### src/sv/slf_pkg.sv
`timescale 1ns / 1ps

package slf_pkg;

  // Width of the fade length register and of the fraction of the gain factor.
  localparam int LEN_BITS  = 24;
  localparam int FRAC_BITS = 24;
  // Gain factor is unsigned Q1.24: one integer bit above the fraction.
  localparam int FACT_BITS = FRAC_BITS + 1;
  localparam logic [FACT_BITS-1:0] UNITY = FACT_BITS'(1) << FRAC_BITS;

  // One quotient bit is resolved per divider cycle.
  localparam int DIV_STEPS = FRAC_BITS;
  localparam int STEP_BITS = $clog2(DIV_STEPS);

  // Configuration register indexes.
  localparam int CFG_IDX_BITS = 1;
  localparam logic [CFG_IDX_BITS-1:0] CFG_DIRECTION = 1'b0;
  localparam logic [CFG_IDX_BITS-1:0] CFG_LENGTH    = 1'b1;

  typedef enum logic [1:0] {
    S_IDLE,
    S_DIV,
    S_MUL,
    S_DONE
  } state_t;

  typedef struct packed {
    logic load;
    logic div_step;
    logic mul;
    logic load_out;
  } cmd_t;

  typedef struct packed {
    logic div_last;
    logic out_free;
  } status_t;

endpackage

### src/sv/slf_in_if.sv
`timescale 1ns / 1ps

interface slf_in_if #(
  parameter int SAMPLE_BITS = 24
);
  logic                          valid;
  logic                          ready;
  logic signed [SAMPLE_BITS-1:0] left_sample;
  logic signed [SAMPLE_BITS-1:0] right_sample;
  logic                          restart;
  logic                          block_end;

  modport source (output valid, output left_sample, output right_sample,
                  output restart, output block_end, input ready);
  modport sink (input valid, input left_sample, input right_sample,
                input restart, input block_end, output ready);
endinterface

### src/sv/slf_out_if.sv
`timescale 1ns / 1ps

interface slf_out_if #(
  parameter int SAMPLE_BITS = 24
);
  logic                          valid;
  logic                          ready;
  logic signed [SAMPLE_BITS-1:0] left_scaled;
  logic signed [SAMPLE_BITS-1:0] right_scaled;
  logic                          block_end_out;

  modport source (output valid, output left_scaled, output right_scaled,
                  output block_end_out, input ready);
  modport sink (input valid, input left_scaled, input right_scaled,
                input block_end_out, output ready);
endinterface

### src/sv/slf_ctrl.sv
`timescale 1ns / 1ps

module slf_ctrl import slf_pkg::*; (
  input  logic    clk,
  input  logic    rst_n,
  input  logic    in_valid,
  output logic    in_ready,
  input  status_t status,
  output cmd_t    cmd
);

  state_t state_r;
  state_t state_nxt;

  always_ff @(posedge clk) begin
    if (!rst_n) begin
      state_r <= S_IDLE;
    end else begin
      state_r <= state_nxt;
    end
  end

  always_comb begin
    state_nxt = state_r;
    cmd       = '0;
    in_ready  = 1'b0;
    unique case (state_r)
      S_IDLE: begin
        in_ready = 1'b1;
        if (in_valid) begin
          cmd.load  = 1'b1;
          state_nxt = S_DIV;
        end
      end
      S_DIV: begin
        cmd.div_step = 1'b1;
        if (status.div_last) begin
          state_nxt = S_MUL;
        end
      end
      S_MUL: begin
        cmd.mul   = 1'b1;
        state_nxt = S_DONE;
      end
      S_DONE: begin
        // The finished beat waits here until the output register is free.
        if (status.out_free) begin
          cmd.load_out = 1'b1;
          state_nxt    = S_IDLE;
        end
      end
      default: begin
        state_nxt = S_IDLE;
      end
    endcase
  end

`ifndef ASSERT_OFF
  a_one_cmd: assert property (@(posedge clk) disable iff (!rst_n)
    $onehot0({cmd.load, cmd.div_step, cmd.mul, cmd.load_out}))
    else $error("more than one datapath command at once");
  a_div_to_mul: assert property (@(posedge clk) disable iff (!rst_n)
    (cmd.div_step && status.div_last) |=> cmd.mul)
    else $error("multiply did not follow the last divider step");
  a_load_starts_div: assert property (@(posedge clk) disable iff (!rst_n)
    cmd.load |=> (cmd.div_step && !in_ready))
    else $error("accepted beat did not start the divider");
`endif

endmodule

### src/sv/slf_dp.sv
`timescale 1ns / 1ps

module slf_dp import slf_pkg::*; #(
  parameter int SAMPLE_BITS = 24,
  parameter int COUNT_BITS  = 24
) (
  input  logic                          clk,
  input  logic                          rst_n,
  input  cmd_t                          cmd,
  output status_t                       status,
  input  logic                          cfg_we,
  input  logic [CFG_IDX_BITS-1:0]       cfg_index,
  input  logic [LEN_BITS-1:0]           cfg_wdata,
  input  logic signed [SAMPLE_BITS-1:0] in_left_sample,
  input  logic signed [SAMPLE_BITS-1:0] in_right_sample,
  input  logic                          in_restart,
  input  logic                          in_block_end,
  output logic                          out_valid,
  input  logic                          out_ready,
  output logic signed [SAMPLE_BITS-1:0] out_left_scaled,
  output logic signed [SAMPLE_BITS-1:0] out_right_scaled,
  output logic                          out_block_end_out
);

  localparam int CMP_W  = (COUNT_BITS > LEN_BITS) ? COUNT_BITS : LEN_BITS;
  localparam int PROD_W = SAMPLE_BITS + FACT_BITS + 1;

  // Configuration.
  logic                dir_in_r;
  logic [LEN_BITS-1:0] len_r;

  // Frame state and captured beat.
  logic [COUNT_BITS-1:0]         cnt_r;
  logic                          active_r;
  logic signed [SAMPLE_BITS-1:0] left_r;
  logic signed [SAMPLE_BITS-1:0] right_r;
  logic                          block_end_r;

  // Restoring divider.
  logic [LEN_BITS-1:0]  rem_r;
  logic [FRAC_BITS-1:0] quo_r;
  logic [STEP_BITS-1:0] step_r;

  // Products and output register.
  logic signed [PROD_W-1:0]      prod_l_r;
  logic signed [PROD_W-1:0]      prod_r_r;
  logic                          out_valid_r;
  logic signed [SAMPLE_BITS-1:0] out_left_r;
  logic signed [SAMPLE_BITS-1:0] out_right_r;
  logic                          out_block_end_r;

  logic [COUNT_BITS-1:0]       cnt_eff;
  logic [CMP_W-1:0]            cnt_eff_ext;
  logic [CMP_W-1:0]            cnt_ext;
  logic [CMP_W-1:0]            len_ext;
  logic [LEN_BITS:0]           rem_sh;
  logic                        rem_ge;
  logic [LEN_BITS:0]           rem_diff;
  logic [FACT_BITS-1:0]        factor;
  logic signed [FACT_BITS:0]   factor_s;
  logic signed [PROD_W-1:0]    prod_l_nxt;
  logic signed [PROD_W-1:0]    prod_r_nxt;

  // The restart flag clears the counter before this frame is scaled.
  assign cnt_eff     = in_restart ? '0 : cnt_r;
  assign cnt_eff_ext = CMP_W'(cnt_eff);
  assign cnt_ext     = CMP_W'(cnt_r);
  assign len_ext     = CMP_W'(len_r);

  assign rem_sh   = {rem_r, 1'b0};
  assign rem_ge   = rem_sh >= {1'b0, len_r};
  assign rem_diff = rem_sh - {1'b0, len_r};

  always_comb begin
    if (active_r) begin
      factor = dir_in_r ? {1'b0, quo_r} : (UNITY - {1'b0, quo_r});
    end else begin
      factor = dir_in_r ? UNITY : '0;
    end
  end

  assign factor_s   = {1'b0, factor};
  assign prod_l_nxt = left_r * factor_s;
  assign prod_r_nxt = right_r * factor_s;

  assign status.div_last = (step_r == STEP_BITS'(DIV_STEPS - 1));
  assign status.out_free = !out_valid_r || out_ready;

  always_ff @(posedge clk) begin
    if (!rst_n) begin
      dir_in_r <= 1'b1;
      len_r    <= '0;
    end else if (cfg_we) begin
      unique case (cfg_index)
        CFG_DIRECTION: dir_in_r <= cfg_wdata[0];
        CFG_LENGTH:    len_r    <= cfg_wdata;
      endcase
    end
  end

  always_ff @(posedge clk) begin
    if (!rst_n) begin
      cnt_r <= '0;
    end else if (cmd.load) begin
      cnt_r <= cnt_eff;
    end else if (cmd.mul && active_r && (cnt_r != '1)) begin
      cnt_r <= cnt_r + 1'b1;
    end
  end

  always_ff @(posedge clk) begin
    if (cmd.load) begin
      left_r      <= in_left_sample;
      right_r     <= in_right_sample;
      block_end_r <= in_block_end;
      active_r    <= cnt_eff_ext < len_ext;
      // The counter is below the length whenever the quotient is used,
      // so its low bits are the whole starting remainder.
      rem_r       <= cnt_eff_ext[LEN_BITS-1:0];
      quo_r       <= '0;
      step_r      <= '0;
    end else if (cmd.div_step) begin
      rem_r  <= rem_ge ? rem_diff[LEN_BITS-1:0] : rem_sh[LEN_BITS-1:0];
      quo_r  <= {quo_r[FRAC_BITS-2:0], rem_ge};
      step_r <= step_r + 1'b1;
    end
  end

  always_ff @(posedge clk) begin
    if (cmd.mul) begin
      prod_l_r <= prod_l_nxt;
      prod_r_r <= prod_r_nxt;
    end
  end

  always_ff @(posedge clk) begin
    if (!rst_n) begin
      out_valid_r <= 1'b0;
    end else if (cmd.load_out) begin
      out_valid_r <= 1'b1;
    end else if (out_ready) begin
      out_valid_r <= 1'b0;
    end
  end

  // Taking the bits above the fraction is an arithmetic shift with floor.
  always_ff @(posedge clk) begin
    if (cmd.load_out) begin
      out_left_r      <= prod_l_r[FRAC_BITS +: SAMPLE_BITS];
      out_right_r     <= prod_r_r[FRAC_BITS +: SAMPLE_BITS];
      out_block_end_r <= block_end_r;
    end
  end

  assign out_valid         = out_valid_r;
  assign out_left_scaled   = out_left_r;
  assign out_right_scaled  = out_right_r;
  assign out_block_end_out = out_block_end_r;

`ifndef ASSERT_OFF
  a_no_overwrite: assert property (@(posedge clk) disable iff (!rst_n)
    cmd.load_out |-> (!out_valid_r || out_ready))
    else $error("output register overwritten while its beat is pending");
  a_cnt_bound: assert property (@(posedge clk) disable iff (!rst_n)
    (cmd.mul && active_r) |=> (cnt_ext <= $past(len_ext)))
    else $error("frame counter stepped past the fade length");
  a_cnt_hold: assert property (@(posedge clk) disable iff (!rst_n)
    (cmd.mul && !active_r) |=> $stable(cnt_r))
    else $error("frame counter moved after the ramp ended");
`endif

endmodule

### src/sv/stereo_linear_fade_core.sv
`timescale 1ns / 1ps

// Linear fade-in / fade-out on stereo frames.
// in_frame carries one frame per beat: left and right samples (signed Q1.23),
// a restart flag that clears the frame counter before the frame is scaled,
// and a block_end mark that is passed through to out_frame.
// out_frame carries the two scaled samples and the block_end copy.
// cfg_we/cfg_index/cfg_wdata write the direction (index 0, 1 = fade in)
// and the fade length in frames (index 1); write them only while idle.
// From acceptance to a valid output beat, each frame passes through the
// one-bit-per-cycle restoring divider that forms the gain, a multiply
// and the load of the output register.
// A new frame is taken the cycle after the previous one enters the output
// register, so no frame is accepted while another is being computed.
// If the receiver stalls, the finished beat waits in the output register
// while the next frame is computed; that frame then holds until it is free.
// Synchronous reset clears the frame counter, sets fade in with length zero
// and empties the output register.
module stereo_linear_fade_core import slf_pkg::*; #(
  parameter int SAMPLE_BITS = 24,
  parameter int COUNT_BITS  = 24
) (
  input  logic                    clk,
  input  logic                    rst_n,
  slf_in_if.sink                  in_frame,
  slf_out_if.source               out_frame,
  input  logic                    cfg_we,
  input  logic [CFG_IDX_BITS-1:0] cfg_index,
  input  logic [LEN_BITS-1:0]     cfg_wdata
);

  cmd_t    cmd;
  status_t status;
  logic    in_ready;

  assign in_frame.ready = in_ready;

  slf_ctrl u_ctrl (
    .clk      (clk),
    .rst_n    (rst_n),
    .in_valid (in_frame.valid),
    .in_ready (in_ready),
    .status   (status),
    .cmd      (cmd)
  );

  slf_dp #(
    .SAMPLE_BITS (SAMPLE_BITS),
    .COUNT_BITS  (COUNT_BITS)
  ) u_dp (
    .clk               (clk),
    .rst_n             (rst_n),
    .cmd               (cmd),
    .status            (status),
    .cfg_we            (cfg_we),
    .cfg_index         (cfg_index),
    .cfg_wdata         (cfg_wdata),
    .in_left_sample    (in_frame.left_sample),
    .in_right_sample   (in_frame.right_sample),
    .in_restart        (in_frame.restart),
    .in_block_end      (in_frame.block_end),
    .out_valid         (out_frame.valid),
    .out_ready         (out_frame.ready),
    .out_left_scaled   (out_frame.left_scaled),
    .out_right_scaled  (out_frame.right_scaled),
    .out_block_end_out (out_frame.block_end_out)
  );

endmodule
### src/flat_wrapper.sv
// flat-port wrapper written by rule: the top's interface ports become plain ports
module stereo_linear_fade_core_flat import slf_pkg::*;
#(
  parameter int SAMPLE_BITS = 24,
  parameter int COUNT_BITS  = 24
)
  (clk, rst_n, cfg_we, cfg_index, cfg_wdata, in_frame_valid, in_frame_left_sample, in_frame_right_sample, in_frame_restart, in_frame_block_end, in_frame_ready, out_frame_valid, out_frame_left_scaled, out_frame_right_scaled, out_frame_block_end_out, out_frame_ready);
  slf_in_if #(.SAMPLE_BITS(SAMPLE_BITS)) in_frame_i ();
  slf_out_if #(.SAMPLE_BITS(SAMPLE_BITS)) out_frame_i ();
  input  logic clk;
  input  logic rst_n;
  input  logic cfg_we;
  input  logic [CFG_IDX_BITS-1:0] cfg_index;
  input  logic [LEN_BITS-1:0] cfg_wdata;
  input wire logic [$bits(in_frame_i.valid)-1:0] in_frame_valid;
  input wire logic [$bits(in_frame_i.left_sample)-1:0] in_frame_left_sample;
  input wire logic [$bits(in_frame_i.right_sample)-1:0] in_frame_right_sample;
  input wire logic [$bits(in_frame_i.restart)-1:0] in_frame_restart;
  input wire logic [$bits(in_frame_i.block_end)-1:0] in_frame_block_end;
  output wire logic [$bits(in_frame_i.ready)-1:0] in_frame_ready;
  output wire logic [$bits(out_frame_i.valid)-1:0] out_frame_valid;
  output wire logic [$bits(out_frame_i.left_scaled)-1:0] out_frame_left_scaled;
  output wire logic [$bits(out_frame_i.right_scaled)-1:0] out_frame_right_scaled;
  output wire logic [$bits(out_frame_i.block_end_out)-1:0] out_frame_block_end_out;
  input wire logic [$bits(out_frame_i.ready)-1:0] out_frame_ready;
  assign in_frame_i.valid = in_frame_valid;
  assign in_frame_i.left_sample = in_frame_left_sample;
  assign in_frame_i.right_sample = in_frame_right_sample;
  assign in_frame_i.restart = in_frame_restart;
  assign in_frame_i.block_end = in_frame_block_end;
  assign in_frame_ready = in_frame_i.ready;
  assign out_frame_valid = out_frame_i.valid;
  assign out_frame_left_scaled = out_frame_i.left_scaled;
  assign out_frame_right_scaled = out_frame_i.right_scaled;
  assign out_frame_block_end_out = out_frame_i.block_end_out;
  assign out_frame_i.ready = out_frame_ready;
  stereo_linear_fade_core #(.SAMPLE_BITS(SAMPLE_BITS), .COUNT_BITS(COUNT_BITS)) u_core (.clk(clk), .rst_n(rst_n), .in_frame(in_frame_i), .out_frame(out_frame_i), .cfg_we(cfg_we), .cfg_index(cfg_index), .cfg_wdata(cfg_wdata));
endmodule
### config.mk
export PLATFORM = sky130hd
export DESIGN_NAME = stereo_linear_fade_core_flat
export DESIGN_NICKNAME = d
export VERILOG_FILES = /design/src/sv/slf_pkg.sv /design/src/sv/slf_in_if.sv /design/src/sv/slf_out_if.sv /design/src/sv/slf_ctrl.sv /design/src/sv/slf_dp.sv /design/src/sv/stereo_linear_fade_core.sv /design/src/flat_wrapper.sv
export SDC_FILE = /design/constraint.sdc
export NUM_CORES = 2
export LEC_CHECK = 0
export ABC_AREA = 1
export ABC_CLOCK_PERIOD_IN_PS = 6400
export BUFFER_PORTS_ARGS = -buffer_cell sky130_fd_sc_hd__buf_2
export CORE_MARGIN = 1
export CORE_UTILIZATION = 60
export DETAILED_ROUTE_END_ITERATION = 10
export PLACE_DENSITY = 0.85
export SYNTH_ARGS = -nofsm -noshare
export SYNTH_HDL_FRONTEND = slang
export SYNTH_SLANG_ARGS = --single-unit
### constraint.sdc
create_clock -name clk -period 6.4 [get_ports clk]
set_input_delay 1.6 -clock clk [delete_from_list [all_inputs] [get_ports clk]]
set_output_delay 1.6 -clock clk [all_outputs]
set_load 0.1 [all_outputs]
* Word level (Yosys, flattened, before mapping)
Index checks and enable logic that the tools add are counted.
Operators by class: add/subtract/negate cells 4, $mul 2, order comparisons 2, eq/ne operators 8, multiplexer cells 22, bitwise operators 1, reduce and logical (&&, ||, !) cells 11
Operators by type and width (number):
- $mux 24 | 6
- $mul 24x26->48 | 2
- $mux 25 | 3
- $ge 25x24->1 | 1
- $sub 25x24->25 const A | 1
- $add 24x1->24 const B | 1
- $lt 24x24->1 | 1
- $ne 24x24->1 const B | 1
- $sub 24x24->24 | 1
- $mux 1 | 9
- $pmux 2 s4 | 1
- $mux 2 | 3
- $reduce_bool 2->1 | 3
- $add 5x1->5 const B | 1
- $eq 5x5->1 const B | 1
- $eq 2x2->1 const B | 2
- $ne 2x1->1 const B | 2
- $reduce_and 2->1 | 2
- $reduce_and 3->1 | 1
- $eq 2x1->1 const B | 1
- $logic_and 1x1->1 | 2
- $logic_not 2->1 | 1
- $ne 2x2->1 const B | 1
- $logic_not 1->1 | 1
- other kinds (2) | 2
Word-level totals: bits in registers 300, input bits 80, word-level logic and storage cells 67

* Logic depth before layout (Yosys ltp)
word-level depth 6, mapped depth 39, gate-level depth less buffers 38

* By module
From an unflattened synthesis, not the netlist that was laid out.
Unflattened totals: cells, all modules 6263, area total of the unflattened synthesis 51598.2 µm²
Modules (own cells, without submodules):
- slf_dp | instances 1, cells each 6234, area an instance 51389.3 µm², sequential area each 6716.4 µm²
- slf_ctrl | instances 1, cells each 29, area an instance 209.0 µm², sequential area each 40.0 µm²

* Least setup slack after synthesis
Ideal clock, no wire load.
kind register to register, start register u_core.u_dp.quo_r[0], end register u_core.u_dp.prod_l_r[32] (data pin), library setup time 252 ps, arrival time 6668 ps, required time 6148 ps, slack -520 ps, stages on the path, launching flop included 38, path buffers 1, period minus slack after synthesis 6920 ps, cell sequence dfxtp_1 -> inv_2 -> ha_1 -> nand3_2 -> nor2_1 -> nand2_1 -> inv_1 -> nand3_1 -> xor2_1 -> nand2_1 -> nand3_2 -> inv_2 -> buf_2 -> nand2_1 -> fa_1 -> inv_1 -> fa_1 -> inv_1 -> (+2 left out) -> inv_1 -> fa_1 -> fa_1 -> inv_1 -> fa_1 -> inv_1 -> ha_1 -> nand2_1 -> nor2_1 -> inv_1 -> nor2_1 -> inv_1 -> nor4_1 -> nand2_1 -> nand2_1 -> nand2_1 -> nand3_1 -> nand2_1
On the way: longest elaborated chain between the ends 4
RTL lines:
- start: declaration | RTL line slf_dp.sv:41 | logic [FRAC_BITS-1:0] quo_r;
- start signal: assignment | RTL line slf_dp.sv:124 | quo_r <= {quo_r[FRAC_BITS-2:0], rem_ge};
- $sub 25x24->25 | RTL line slf_dp.sv:76 | factor = dir_in_r ? {1'b0, quo_r} : (UNITY - {1'b0, quo_r});
- $mux 25 * | RTL line slf_dp.sv:76
- $mux 25 * | RTL line slf_dp.sv:75 | if (active_r) begin
- $mul 24x26->48 * | RTL line slf_dp.sv:83 | assign prod_l_nxt = left_r * factor_s;
- named net u_core.u_dp.prod_l_nxt[32] | RTL line slf_dp.sv:61 | logic signed [PROD_W-1:0] prod_l_nxt;
- end signal: assignment | RTL line slf_dp.sv:131 | prod_l_r <= prod_l_nxt;
- end: declaration | RTL line slf_dp.sv:45 | logic signed [PROD_W-1:0] prod_l_r;
Mark *: on every way through the listed nets, which the timed path passes. The rest lies on a longest branch. A chain may end at the register's enable or synchronous reset.

* Worst setup path in the final report
start register u_core.u_dp.quo_r[1], end register u_core.u_dp.prod_r_r[28] (data pin)
On the way: longest elaborated chain between the ends 4
RTL lines:
- $sub 25x24->25 | RTL line slf_dp.sv:76
- $mux 25 * | RTL line slf_dp.sv:76
- $mux 25 * | RTL line slf_dp.sv:75
- $mul 24x26->48 * | RTL line slf_dp.sv:84 | assign prod_r_nxt = right_r * factor_s;
- named net u_core.u_dp.prod_r_nxt[28] | RTL line slf_dp.sv:62 | logic signed [PROD_W-1:0] prod_r_nxt;
- end signal: assignment | RTL line slf_dp.sv:132 | prod_r_r <= prod_r_nxt;
- end: declaration | RTL line slf_dp.sv:46 | logic signed [PROD_W-1:0] prod_r_r;
Marked as above.

==> results_dict.tcl <==
set metrics [dict create \
    status "finished, violations left" \
    violations "setup timing" \
    cts_tree "yes" \
    clock-skew-final_ps 74.49 \
    clockBufferDepth 3 \
    cp_slowest_cell "fa_1" \
    final_cell_mix "inv_1, fa_1, nand2_1" \
    rsz0062_at_grt "true" \
    layout-drive-gt1-share_pct 23.05 \
    drt-pass1-iter-count 7 \
    wirelength_um 168600 \
    yosysTopAreaCellShare_pct 39.12 \
    hold_viol_final 0 \
    fin_crit_ps 7486 \
    synth_edf_count 171 \
    syn_avg_cell_area_sq_um 8.304 \
    power_density_nw_per_um2 602.6 \
    tightest_slew_ps 1092 \
    seq_area_frac_synth_pct 13.11 \
    synth-async-reset-ratio_pct 0 \
    fillers 5747 \
    place_congestion 1.030 \
    max_freq_ghz 0.1336 \
    die_h_um 295.1 \
    drc 0 \
    vias 46240 \
    max-vdd-ir-drop_mv 0.8773 \
    numCtsBuffers 30 \
    grt_max_degree 51 \
    cp-end-kind "flip-flop" \
    finalMaxSlewViolations 0 \
    grt_use_total_pct 38.53 \
    cts-htree-levels 1 \
    final_common_cell "inv_1" \
    grt_pass1_vias 48220 \
    setup_viol 48 \
    coreArea_sq_um 85150 \
    die_area_sq_um 87060 \
    syn_area_sq_um 51530 \
    cellLeakagePower_nw 31.93 \
    portBuffers 130 \
    ys_warn_count 0 \
    grt_pass1_wl_um 256400 \
    start_util_pct 60.52 \
    hp-class "flip-flop to flip-flop" \
    rows 107 \
    post-route-period-util_pct 117.0 \
    clock_latency_ps 700 \
    area_growth_pct 22.90 \
    drtIter0Drc 4998 \
    final_nets 8358 \
    synth.distinct_cells 63 \
    die_x_um 295.1 \
    routedWlPerCell_um 21.03 \
    cts-root-buf "clkbuf_16" \
    synthFlopType "edfxtp_1" \
    clk_pin_slew_ps 70 \
    synthCells 6206 \
    drt.antenna.violating_nets 0 \
    synth_nets 7721 \
    synth_top_cell_by_area "fa_1" \
    antenna_found_initial 4 \
    worstPathRequired_ps 6780 \
    io_pins 131 \
    max_stage_delay_ps 570 \
    maxSlewHeadroom_pct 26.95 \
    synthTopCellsByArea "fa_1, inv_1, ha_1, edfxtp_1, nand2_1" \
    hold_slack_ps 420.0 \
    cts_num_sinks 252 \
    cp_max_fo 10 \
    drv_cap 0 \
    start_kind "flip-flop" \
    criticalPathCategory "flip-flop to flip-flop" \
    ys_seq_elements 252 \
    hold_buffers 0 \
    routed_via_density 5.768 \
    fin_ws_ps -1086 \
    worstPathArrival_ps 7870 \
    dp_worst_setup_slack_ps -980.0 \
    place_hpwl_um 131800 \
    grt_remaining_overflow 0 \
]
per-stage QoR:
stage	cell area [sq um]	instances	utilization (%)	total power (W)	setup TNS (ps)
detailed placement	59120	7863	69.43	0.02974	-40110
floorplan	52430	6206	-	0.01956	-7473
global placement	59120	7863	69.43	0.02900	-33100
finish	63330	8016	74.38	0.03816	-45210
CTS	61950	7975	72.75	0.03424	-33170
global route	63320	8012	74.37	0.04090	-54960
repair_timing:
action	CTS	global route
resized for setup	374	298
cloned	3	2
pin swaps	102	133
setup buffers	53	36
endpoints found under the setup margin	48	48
final cells by class:
class / instances / area (sq um) / share of cell area [%]
inverter: 1516 / 5752 / 9.082
sequential: 252 / 6759 / 10.67
clock buffer: 36 / 813.3 / 1.284
multi-input combinational: 4186 / 40700 / 64.26
antenna: 5 / 12.51 / 0.01976
timing repair buffer: 857 / 7620 / 12.03
clock inverter: 20 / 250.2 / 0.3951
tap: 1144 / 1431 / 2.260
worst max-delay path: cells and delay by family, from the launching register on:
family / cells / cell delay (ps)
adders and majority gates: 8 / 3800
and+or+nand+nor: 12 / 1280
buffers and inverters: 10 / 950
AOI/OAI and AO/OA: 4 / 620
DFF: 1 / 330
xor gates and xnor gates: 1 / 170
report_power, final:
group	switching (W)	internal (W)
combinational	0.0192	0.0139
clock	0.000860	0.00105
sequential	0.000301	0.00284
synthesized netlist by cell type, drive strengths merged (6+ instances only):
library cell	count
a21boi	10
a21o	16
a21oi	180
a31oi	29
buf	96
clkbuf	156
clkinv	14
dfxtp	81
edfxtp	171
fa	1007
ha	428
inv	1502
nand2	973
nand3	153
nand4	73
nor2	950
nor3	35
nor4	13
o21a	7
o21ai	156
o21bai	19
o22ai	23
o31ai	6
xnor2	28
xor2	46
cell families (layout without fill, tap and decap cells):
logic type | count (synthesis) | in the layout | synth area share (%)
compound gates | 463 | 463 | 5.043
xor+xnor | 74 | 74 | 1.258
fa+ha+maj | 1435 | 1435 | 49.51
buf+inv | 1768 | 2429 | 13.27
flops | 252 | 252 | 13.11
other cells | 0 | 5 | 0
simple gates | 2214 | 2214 | 17.81
metal layers:
metal	wire, um	track usage, %	vias to the layer above
met1	59810	48.26	22590
met4	11050	19.15	2
met5	11	0	-
met3	21500	11.43	865
met2	76200	61.02	2986
li1	-	-	19790
worst paths after layout:
path,slack (ps),cells past startpoint,startpoint,endpoint
setup / recovery,-1090,35,u_core.u_dp.quo_r[1]$_SDFFE_PP0P_,u_core.u_dp.prod_r_r[28]$_DFFE_PP_
hold reg to reg,420,0,u_core.u_dp.prod_l_r[43]$_DFFE_PP_,u_core.u_dp.out_left_scaled[19]$_DFFE_PP_
setup reg to reg,-1090,35,u_core.u_dp.quo_r[1]$_SDFFE_PP0P_,u_core.u_dp.prod_r_r[28]$_DFFE_PP_
hold / removal,420,0,u_core.u_dp.prod_l_r[43]$_DFFE_PP_,u_core.u_dp.out_left_scaled[19]$_DFFE_PP_
sequential cells by signal (all words and copies together) (netlist names), 5 cells and up:
register                      flops
u_core.u_dp.cnt_ext              24
u_core.u_dp.left_r               24
u_core.u_dp.len_ext              24
u_core.u_dp.out_left_scaled      24
u_core.u_dp.out_right_scaled     24
u_core.u_dp.prod_l_r             24
u_core.u_dp.prod_r_r             24
u_core.u_dp.quo_r                24
u_core.u_dp.rem_r                24
u_core.u_dp.right_r              24
u_core.u_dp.step_r                5
Note: power is estimated with default switching activity, not from simulation.
